[src/design/vapd_pkg.sv]
// Package: shared types, codes and helpers of the sound-chunk decoder.
package vapd_pkg;

    localparam int unsigned MODE_W = 3;
    localparam int unsigned SAMPLE_W = 16;
    localparam int unsigned QUEUE_DEPTH_DEF = 2;

    // codec_mode register values
    localparam logic [MODE_W-1:0] MODE_U8     = 3'd0;
    localparam logic [MODE_W-1:0] MODE_ADPCM4 = 3'd1;
    localparam logic [MODE_W-1:0] MODE_ADPCM3 = 3'd2;
    localparam logic [MODE_W-1:0] MODE_ADPCM2 = 3'd3;
    localparam logic [MODE_W-1:0] MODE_S16    = 3'd4;

    localparam logic signed [SAMPLE_W:0] CLAMP_HI = 17'sd16384;
    localparam logic signed [SAMPLE_W:0] CLAMP_LO = -17'sd16384;
    localparam logic [1:0] STEP_MAX = 2'd3;

    // work classes passed from the front end to the back end
    typedef enum logic [2:0] {
        OP_EMIT   = 3'd0,  // value is the finished sample
        OP_SEED   = 3'd1,  // value seeds the predictor and is emitted
        OP_ADPCM4 = 3'd2,  // two 4-bit codes in value[7:0]
        OP_ADPCM3 = 3'd3,  // 3-bit, 3-bit, 2-bit codes in value[7:0]
        OP_ADPCM2 = 3'd4   // four 2-bit codes in value[7:0]
    } op_t;

    typedef struct packed {
        op_t                 op;
        logic [SAMPLE_W-1:0] value;
    } cmd_t;

    // unsigned 8-bit PCM to signed 16-bit: (b - 128) * 128
    function automatic logic [SAMPLE_W-1:0] pcm8_to_s16(input logic [7:0] b);
        pcm8_to_s16 = {~b[7], ~b[7], b[6:0], 7'b0};
    endfunction

endpackage

[src/design/vapd_front.sv]
// Front end: accept bytes, track chunk and pairing state, classify into commands.
module vapd_front
(
    input  logic                          clk,
    input  logic                          rst_n,
    input  logic                          cfg_we,
    input  logic [vapd_pkg::MODE_W-1:0]   cfg_wdata,
    input  logic                          in_valid,
    output logic                          in_ready,
    input  logic [7:0]                    in_byte,
    input  logic                          in_start,
    output logic                          cmd_valid,
    input  logic                          cmd_ready,
    output vapd_pkg::cmd_t                cmd
);
    import vapd_pkg::*;

    logic [MODE_W-1:0] mode_reg, mode_next;
    logic              phase_reg, phase_next;
    logic [7:0]        held_reg, held_next;
    logic              seen_reg, seen_next;
    logic              accept;
    logic              phase_eff;
    logic              has_cmd;

    assign in_ready  = cmd_ready;
    assign accept    = in_valid && cmd_ready;
    assign cmd_valid = accept && has_cmd;
    assign phase_eff = in_start ? 1'b0 : phase_reg;

    always_comb
    begin
        mode_next  = cfg_we ? cfg_wdata : mode_reg;
        phase_next = phase_reg;
        held_next  = held_reg;
        seen_next  = seen_reg;
        has_cmd    = 1'b0;
        cmd.op     = OP_EMIT;
        cmd.value  = pcm8_to_s16(in_byte);
        if (accept)
        begin
            unique case (mode_reg) inside
                MODE_U8:
                begin
                    phase_next = phase_eff;
                    has_cmd    = 1'b1;
                end
                MODE_S16:
                begin
                    if (!phase_eff)
                    begin
                        held_next  = in_byte;
                        phase_next = 1'b1;
                    end
                    else
                    begin
                        phase_next = 1'b0;
                        has_cmd    = 1'b1;
                        cmd.value  = {in_byte, held_reg};
                    end
                end
                MODE_ADPCM4, MODE_ADPCM3, MODE_ADPCM2:
                begin
                    phase_next = phase_eff;
                    has_cmd    = 1'b1;
                    if (in_start || !seen_reg)
                    begin
                        seen_next = 1'b1;
                        cmd.op    = OP_SEED;
                    end
                    else
                    begin
                        cmd.value = {8'b0, in_byte};
                        if (mode_reg == MODE_ADPCM4)
                            cmd.op = OP_ADPCM4;
                        else if (mode_reg == MODE_ADPCM3)
                            cmd.op = OP_ADPCM3;
                        else
                            cmd.op = OP_ADPCM2;
                    end
                end
                default:
                begin
                    // undefined mode: drop the byte, keep all state
                    has_cmd = 1'b0;
                end
            endcase
        end
    end

    always_ff @(posedge clk or negedge rst_n)
    begin
        if (!rst_n)
        begin
            mode_reg  <= MODE_U8;
            phase_reg <= 1'b0;
            held_reg  <= 8'd0;
            seen_reg  <= 1'b0;
        end
        else
        begin
            mode_reg  <= mode_next;
            phase_reg <= phase_next;
            held_reg  <= held_next;
            seen_reg  <= seen_next;
        end
    end

endmodule

[src/design/vapd_queue.sv]
// Short command queue between front end and back end.
module vapd_queue
#(
    parameter int unsigned DEPTH = vapd_pkg::QUEUE_DEPTH_DEF
)
(
    input  logic           clk,
    input  logic           rst_n,
    input  logic           push_valid,
    output logic           push_ready,
    input  vapd_pkg::cmd_t push_cmd,
    output logic           pop_valid,
    input  logic           pop_ready,
    output vapd_pkg::cmd_t pop_cmd
);
    import vapd_pkg::*;

    localparam int unsigned PTR_W = (DEPTH > 1) ? $clog2(DEPTH) : 1;
    localparam int unsigned CNT_W = $clog2(DEPTH + 1);

    cmd_t             store_reg [DEPTH];
    logic [PTR_W-1:0] wr_ptr_reg, wr_ptr_next;
    logic [PTR_W-1:0] rd_ptr_reg, rd_ptr_next;
    logic [CNT_W-1:0] count_reg, count_next;
    logic             do_push;
    logic             do_pop;

    assign push_ready = (count_reg != CNT_W'(DEPTH));
    assign pop_valid  = (count_reg != '0);
    assign pop_cmd    = store_reg[rd_ptr_reg];
    assign do_push    = push_valid && push_ready;
    assign do_pop     = pop_valid && pop_ready;

    always_comb
    begin
        wr_ptr_next = wr_ptr_reg;
        rd_ptr_next = rd_ptr_reg;
        count_next  = count_reg;
        if (do_push)
            wr_ptr_next = (wr_ptr_reg == PTR_W'(DEPTH - 1)) ? '0 : wr_ptr_reg + 1'b1;
        if (do_pop)
            rd_ptr_next = (rd_ptr_reg == PTR_W'(DEPTH - 1)) ? '0 : rd_ptr_reg + 1'b1;
        if (do_push && !do_pop)
            count_next = count_reg + 1'b1;
        else if (do_pop && !do_push)
            count_next = count_reg - 1'b1;
    end

    always_ff @(posedge clk or negedge rst_n)
    begin
        if (!rst_n)
        begin
            wr_ptr_reg <= '0;
            rd_ptr_reg <= '0;
            count_reg  <= '0;
        end
        else
        begin
            wr_ptr_reg <= wr_ptr_next;
            rd_ptr_reg <= rd_ptr_next;
            count_reg  <= count_next;
        end
    end

    always_ff @(posedge clk)
    begin
        if (do_push)
            store_reg[wr_ptr_reg] <= push_cmd;
    end

endmodule

[src/design/vapd_back.sv]
// Back end: run commands, one ADPCM code per cycle unless stalled, into the output register.
module vapd_back
(
    input  logic                          clk,
    input  logic                          rst_n,
    input  logic                          cmd_valid,
    output logic                          cmd_ready,
    input  vapd_pkg::cmd_t                cmd,
    output logic                          out_valid,
    input  logic                          out_ready,
    output logic [vapd_pkg::SAMPLE_W-1:0] out_sample,
    output logic                          out_last
);
    import vapd_pkg::*;

    logic [SAMPLE_W-1:0]        pred_reg, pred_next;
    logic [1:0]                 step_reg, step_next;
    logic [1:0]                 idx_reg, idx_next;
    logic                       ovalid_reg, ovalid_next;
    logic [SAMPLE_W-1:0]        osample_reg, osample_next;
    logic                       olast_reg, olast_next;

    logic                       advance;
    logic                       is_last;
    logic [1:0]                 last_idx;
    logic [2:0]                 mag;
    logic                       neg;
    logic [2:0]                 thresh;
    logic [1:0]                 xshift;
    logic [3:0]                 nib;
    logic [2:0]                 amt;
    logic [7:0]                 shifted;
    logic signed [SAMPLE_W:0]   dmag;
    logic signed [SAMPLE_W:0]   sum;
    logic [SAMPLE_W-1:0]        clamped;

    assign advance    = cmd_valid && (!ovalid_reg || out_ready);
    assign is_last    = (idx_reg == last_idx);
    assign cmd_ready  = advance && is_last;
    assign out_valid  = ovalid_reg;
    assign out_sample = osample_reg;
    assign out_last   = olast_reg;

    // pick the code for this cycle: sign bit, magnitude, step-up threshold, extra shift
    always_comb
    begin
        last_idx = 2'd0;
        mag      = 3'd0;
        neg      = 1'b0;
        thresh   = 3'd1;
        xshift   = 2'd0;
        nib      = 4'd0;
        unique case (cmd.op)
            OP_ADPCM4:
            begin
                last_idx = 2'd1;
                thresh   = 3'd5;
                nib      = idx_reg[0] ? cmd.value[3:0] : cmd.value[7:4];
                neg      = nib[3];
                mag      = nib[2:0];
            end
            OP_ADPCM3:
            begin
                last_idx = 2'd2;
                case (idx_reg)
                    2'd0:    nib = {1'b0, cmd.value[7:5]};
                    2'd1:    nib = {1'b0, cmd.value[4:2]};
                    default: nib = {2'b0, cmd.value[1:0]};
                endcase
                if (idx_reg == 2'd2)
                begin
                    neg = nib[1];
                    mag = {2'b0, nib[0]};
                end
                else
                begin
                    thresh = 3'd3;
                    neg    = nib[2];
                    mag    = {1'b0, nib[1:0]};
                end
            end
            OP_ADPCM2:
            begin
                last_idx = 2'd3;
                xshift   = 2'd2;
                case (idx_reg)
                    2'd0:    nib = {2'b0, cmd.value[7:6]};
                    2'd1:    nib = {2'b0, cmd.value[5:4]};
                    2'd2:    nib = {2'b0, cmd.value[3:2]};
                    default: nib = {2'b0, cmd.value[1:0]};
                endcase
                neg = nib[1];
                mag = {2'b0, nib[0]};
            end
            default:
            begin
                last_idx = 2'd0;
            end
        endcase
    end

    // difference = magnitude << (step + 7 + shift), add and clamp
    always_comb
    begin
        amt     = {1'b0, step_reg} + {1'b0, xshift};
        shifted = 8'({5'b0, mag} << amt);
        dmag    = $signed({2'b0, shifted, 7'b0});
        sum     = $signed({pred_reg[SAMPLE_W-1], pred_reg}) + (neg ? -dmag : dmag);
        if (sum > CLAMP_HI)
            clamped = CLAMP_HI[SAMPLE_W-1:0];
        else if (sum < CLAMP_LO)
            clamped = CLAMP_LO[SAMPLE_W-1:0];
        else
            clamped = sum[SAMPLE_W-1:0];
    end

    always_comb
    begin
        pred_next    = pred_reg;
        step_next    = step_reg;
        idx_next     = idx_reg;
        ovalid_next  = ovalid_reg && !out_ready;
        osample_next = osample_reg;
        olast_next   = olast_reg;
        if (advance)
        begin
            ovalid_next = 1'b1;
            olast_next  = is_last;
            idx_next    = is_last ? 2'd0 : idx_reg + 2'd1;
            case (cmd.op)
                OP_EMIT:
                begin
                    osample_next = cmd.value;
                end
                OP_SEED:
                begin
                    osample_next = cmd.value;
                    pred_next    = cmd.value;
                    step_next    = 2'd0;
                end
                default:
                begin
                    osample_next = clamped;
                    pred_next    = clamped;
                    if (mag >= thresh && step_reg < STEP_MAX)
                        step_next = step_reg + 2'd1;
                    else if (mag == 3'd0 && step_reg != 2'd0)
                        step_next = step_reg - 2'd1;
                end
            endcase
        end
    end

    always_ff @(posedge clk or negedge rst_n)
    begin
        if (!rst_n)
        begin
            pred_reg   <= '0;
            step_reg   <= 2'd0;
            idx_reg    <= 2'd0;
            ovalid_reg <= 1'b0;
        end
        else
        begin
            pred_reg   <= pred_next;
            step_reg   <= step_next;
            idx_reg    <= idx_next;
            ovalid_reg <= ovalid_next;
        end
    end

    always_ff @(posedge clk)
    begin
        osample_reg <= osample_next;
        olast_reg   <= olast_next;
    end

endmodule

[src/design/voice_adpcm_pcm_decoder.sv]
// Top level of the sound-chunk decoder: front end, command queue, back end.
//
//  channel   dir  handshake                      payload
//  s_axis    in   s_axis_tvalid / s_axis_tready  tdata = data_byte, tuser = chunk_start
//  m_axis    out  m_axis_tvalid / m_axis_tready  tdata = sample, tlast = last
//  cfg       in   cfg_we (no back-pressure)      cfg_wdata = codec_mode
//
// Output: the back end emits one sample per cycle while the output is not stalled;
// a byte yields one sample in the PCM modes and for a seed, and 2, 3 or 4 samples
// for a 4-bit, 2.6-bit or 2-bit ADPCM byte; a held s16 low byte yields none.
// Sustained rate is set by the back end's single code-decode unit.
// Reset (rst_n low, asynchronous) empties the queue and output register, clears
// predictor, step, pairing and seed state, and selects unsigned 8-bit PCM.
// A stalled output holds its word and backs up into the queue; the input side
// keeps taking words until the queue is full.
module voice_adpcm_pcm_decoder
#(
    parameter int unsigned QUEUE_DEPTH = vapd_pkg::QUEUE_DEPTH_DEF
)
(
    input  logic                          clk,
    input  logic                          rst_n,
    // codec_mode
    input  logic                          cfg_we,
    input  logic [vapd_pkg::MODE_W-1:0]   cfg_wdata,
    input  logic                          s_axis_tvalid,
    output logic                          s_axis_tready,
    input  logic [7:0]                    s_axis_tdata,   // [7:0] data_byte
    input  logic [0:0]                    s_axis_tuser,   // [0] chunk_start
    output logic                          m_axis_tvalid,
    input  logic                          m_axis_tready,
    output logic [vapd_pkg::SAMPLE_W-1:0] m_axis_tdata,   // [15:0] sample
    output logic                          m_axis_tlast
);
    import vapd_pkg::*;

    // front end to queue
    logic cmd_in_valid;
    logic cmd_in_ready;
    cmd_t cmd_in;
    // queue to back end
    logic cmd_out_valid;
    logic cmd_out_ready;
    cmd_t cmd_out;

    // classify each byte; hold mode, pairing and seed state
    vapd_front u_front
    (
        .clk       (clk),
        .rst_n     (rst_n),
        .cfg_we    (cfg_we),
        .cfg_wdata (cfg_wdata),
        .in_valid  (s_axis_tvalid),
        .in_ready  (s_axis_tready),
        .in_byte   (s_axis_tdata),
        .in_start  (s_axis_tuser[0]),
        .cmd_valid (cmd_in_valid),
        .cmd_ready (cmd_in_ready),
        .cmd       (cmd_in)
    );

    // decouple the two sides so each may stall on its own
    vapd_queue
    #(
        .DEPTH (QUEUE_DEPTH)
    )
    u_queue
    (
        .clk        (clk),
        .rst_n      (rst_n),
        .push_valid (cmd_in_valid),
        .push_ready (cmd_in_ready),
        .push_cmd   (cmd_in),
        .pop_valid  (cmd_out_valid),
        .pop_ready  (cmd_out_ready),
        .pop_cmd    (cmd_out)
    );

    // decode codes against the predictor and drive the output register
    vapd_back u_back
    (
        .clk        (clk),
        .rst_n      (rst_n),
        .cmd_valid  (cmd_out_valid),
        .cmd_ready  (cmd_out_ready),
        .cmd        (cmd_out),
        .out_valid  (m_axis_tvalid),
        .out_ready  (m_axis_tready),
        .out_sample (m_axis_tdata),
        .out_last   (m_axis_tlast)
    );

endmodule

[config.mk]
export PLATFORM = sky130hd
export DESIGN_NAME = voice_adpcm_pcm_decoder
export DESIGN_NICKNAME = d
export VERILOG_FILES = /design/src/design/vapd_pkg.sv /design/src/design/vapd_front.sv /design/src/design/vapd_queue.sv /design/src/design/vapd_back.sv /design/src/design/voice_adpcm_pcm_decoder.sv
export SDC_FILE = /design/constraint.sdc
export NUM_CORES = 1
export LEC_CHECK = 0
export ABC_AREA = 0
export BUFFER_PORTS_ARGS = -buffer_cell sky130_fd_sc_hd__buf_4
export CORE_AREA = 5 5 117 119
export CTS_CLUSTER_SIZE = 28
export DETAILED_ROUTE_END_ITERATION = 16
export DIE_AREA = 0 0 122 124
export PLACE_DENSITY = 0.65
export SLEW_MARGIN = 20
export SYNTH_ARGS = -nofsm -noshare
export SYNTH_HDL_FRONTEND = slang
export SYNTH_HIERARCHICAL = 1
export SYNTH_SLANG_ARGS = --single-unit
[constraint.sdc]
create_clock -name clk -period 8 [get_ports clk]
set_input_delay 0.4 -clock clk [delete_from_list [all_inputs] [get_ports clk]]
set_output_delay 0.4 -clock clk [all_outputs]
set_load 0.02 [all_outputs]
==> qor.csv <==
metric,value,unit
status,"complete, no violations",
synth_area,0.00550,mm²
firstDrtPassIters,5,
slew_headroom,42.5,%
avgRoutedWirePerCell,17.2,µm
core,0.0125,mm²
synthArstFlopShare,40.9,%
cp_max_fo,20,
rsz0062_at_grt,false,
p_switching,1.02,mW
switching_share,41.4,%
yosys_warnings,6,
drv_slew,0,
ys_types,71,
layout.cells.most_common_list,"59 x nand2_1, 55 x edfxtp_1, 38 x buf_4, 38 x dfrtp_1, 37 x nor2_1",
gr-total-overflow,0,
synth-main-ff-cell,edfxtp_1,
comb_power_share,49.1,%
power_frac_seq,32.3,%
drt-vias-per-instance,5.61,
cts_setup_buffers,0,
grt_first_pass_wirelength,20200,µm
finClkSkew,0.00742,ns
cts_root_buf,clkbuf_16,
drt_iter0_drc,249,
hpwl,8960,µm
grt_usage,17.1,%
post-route-drc-count,0,
critical_path_class,reg -> reg,
largest_reg_flops,38,
synth_edf_count,55,
hold_viol_final,0,
start_kind,flop,
start_util,44.1,%
clock-sinks,93,
place.gp.congestion,0.892,
setup_viol,0,
finalCritPeriodShare,78.3,%
fin_setup_tns,0,ns
antenna_cells,0,
p_total,2.47,mW
htree_levels,3,
finalCriticalPeriod,6.27,ns
port_buffers,35,
clkTransAtPathRegs,0.06,ns
die_area,0.0151,mm²
grt_max_degree,39,
netlist_instances,517,
ant_nets,0,
die_h,124,µm
tightest_slew,0.863,ns
via_count,4031,
row_count,41,
synth_top_cell_by_area,edfxtp_1,
crit_required,8.09,ns
ys_top_cells_by_area,"edfxtp_1 30%, dfrtp_1 17%, mux2_2 6.6%",
cts.path.max_buffers,2,
vdd_drop_max,221,µV
worst_setup_path_end_kind,flop,
cts_buffers,9,
cts_hold_buf,0,
p_clk_share,18.6,%
final_common_cell,nand2_1,
drive_above_1_share,22.9,%
place_ws,1.82,ns
ctsResizeCount,0,
antenna_found_initial,0,
synth_top_area_share,30.0,%
io-pin-count,36,
routed_wirelength,12300,µm
grt_pass1_vias,3989,
fmaxAchievable,160,MHz
powerDensity,398,mW/mm²
maxCapViolations,0,
area_growth,12.8,%
hold_path_class,in -> async,
p_leak,2.43,nW
insertion_delay,0.34,ns
postSynthNetCount,553,
die_w,122,µm
fin_ws,1.73,ns
synth_seq_cells,93,
p_int,1.45,mW
synth.yosys.seq_area_share,47.3,%
cts_tree,built,
syn_avg_cell_area,10.6,µm²
critPathArrivalTime,6.36,ns
nets,578,
-- worst max-delay path, cell delays in order, from the launching register on --
cell,delay [ns]
dfrtp_1,0.87
mux2_2,0.46
a222oi_1,0.38
o21ai_0,0.13
a22oi_1,0.61
mux2_2,0.33
mux2i_1,0.14
o21ai_0,0.20
a21oi_1,0.10
xnor2_1,0.15
ha_1,0.34
a21o_1,0.23
a311oi_1,0.34
o21ai_0,0.20
a31oi_1,0.29
xnor2_2,0.22
mux2i_4,0.72
buf_16,0.23
o21ai_2,0.07
-- synth_stat cells, types with 7 or more instances --
library cell / n
a22oi_1: 18
edfxtp_1: 55
mux2i_1: 8
xnor2_1: 7
clkbuf_1: 17
mux2_2: 32
nor2_1: 38
dfrtp_1: 38
nor3_1: 14
o21ai_2: 20
nand3_1: 8
o21ai_0: 21
nand2_1: 59
and3_1: 12
ha_1: 18
a22o_1: 7
inv_1: 20
a21oi_1: 27
xor2_1: 8
-- final timing paths --
| kind | start | end | slack [ns] | cells after the start |
|---|---|---|---|---|
| setup reg to reg | u_queue/rd_ptr_reg | u_back/out_sample[13] | 1.73 | 18 |
| setup / recovery | u_queue/rd_ptr_reg | u_back/out_sample[13] | 1.73 | 18 |
| hold reg to reg | u_front/seen_reg | u_front/seen_reg | 0.49 | 2 |
| max in group asynchronous | rst_n | u_back/pred_reg[7] | 7.58 | 1 |
| hold / removal | rst_n | u_front/held_reg[6] | 0.05 | 1 |
| min in group clk | cfg_wdata[2] | u_front/mode_reg[2] | 0.30 | 2 |
-- through the flow --
stage	instance area [µm²]	instances	util (%)	hold WS [ns]
4_1_cts	6200	719	49.7	0.0547
6_report	6200	719	49.7	0.0496
5_1_grt	6200	719	49.7	0.0795
3_5_place_dp	5870	703	47.1	0.426
3_3_place_gp	5850	702	46.9	0.427
2_1_floorplan	5500	517	-	0.104
-- per-layer routing --
| metal | routed length (µm) | vias to the layer above | GRT usage (%) |
|---|---|---|---|
| li1 | - | 1961 | - |
| met1 | 5490 | 1945 | 21.8 |
| met2 | 5970 | 102 | 28.3 |
| met3 | 474 | 23 | 3.45 |
| met4 | 394 | 0 | 7.77 |
| met5 | 0 | - | 0 |
-- final cells by class --
cell class	count	area, µm²
tap	172	215
fill	1123	6260
timing repair buffer	39	313
inverter	20	75.1
multi-input combinational	379	2670
sequential	93	2600
clock buffer	11	243
clock inverter	5	81.3
-- cells by family after synthesis --
kind of cell,share of synthesized area (%)
simple gates,15.2
compound gates,17.2
fa+ha+maj,4.46
buf+inv,4.12
flops,47.3
xor+xnor,2.98
mux,8.69
-- power groups by stage --
stage | Combinational [mW] | Sequential, mW | Clock (mW)
final | 1.21 | 0.797 | 0.459
after global routing | 1.34 | 0.814 | 0.493
after CTS | 1.21 | 0.798 | 0.471
after detailed placement | 1.20 | 0.807 | 0
after global placement | 1.14 | 0.800 | 0
after floorplan | 0.894 | 0.809 | 0
No activity file was read; power rests on OpenSTA's default activity.
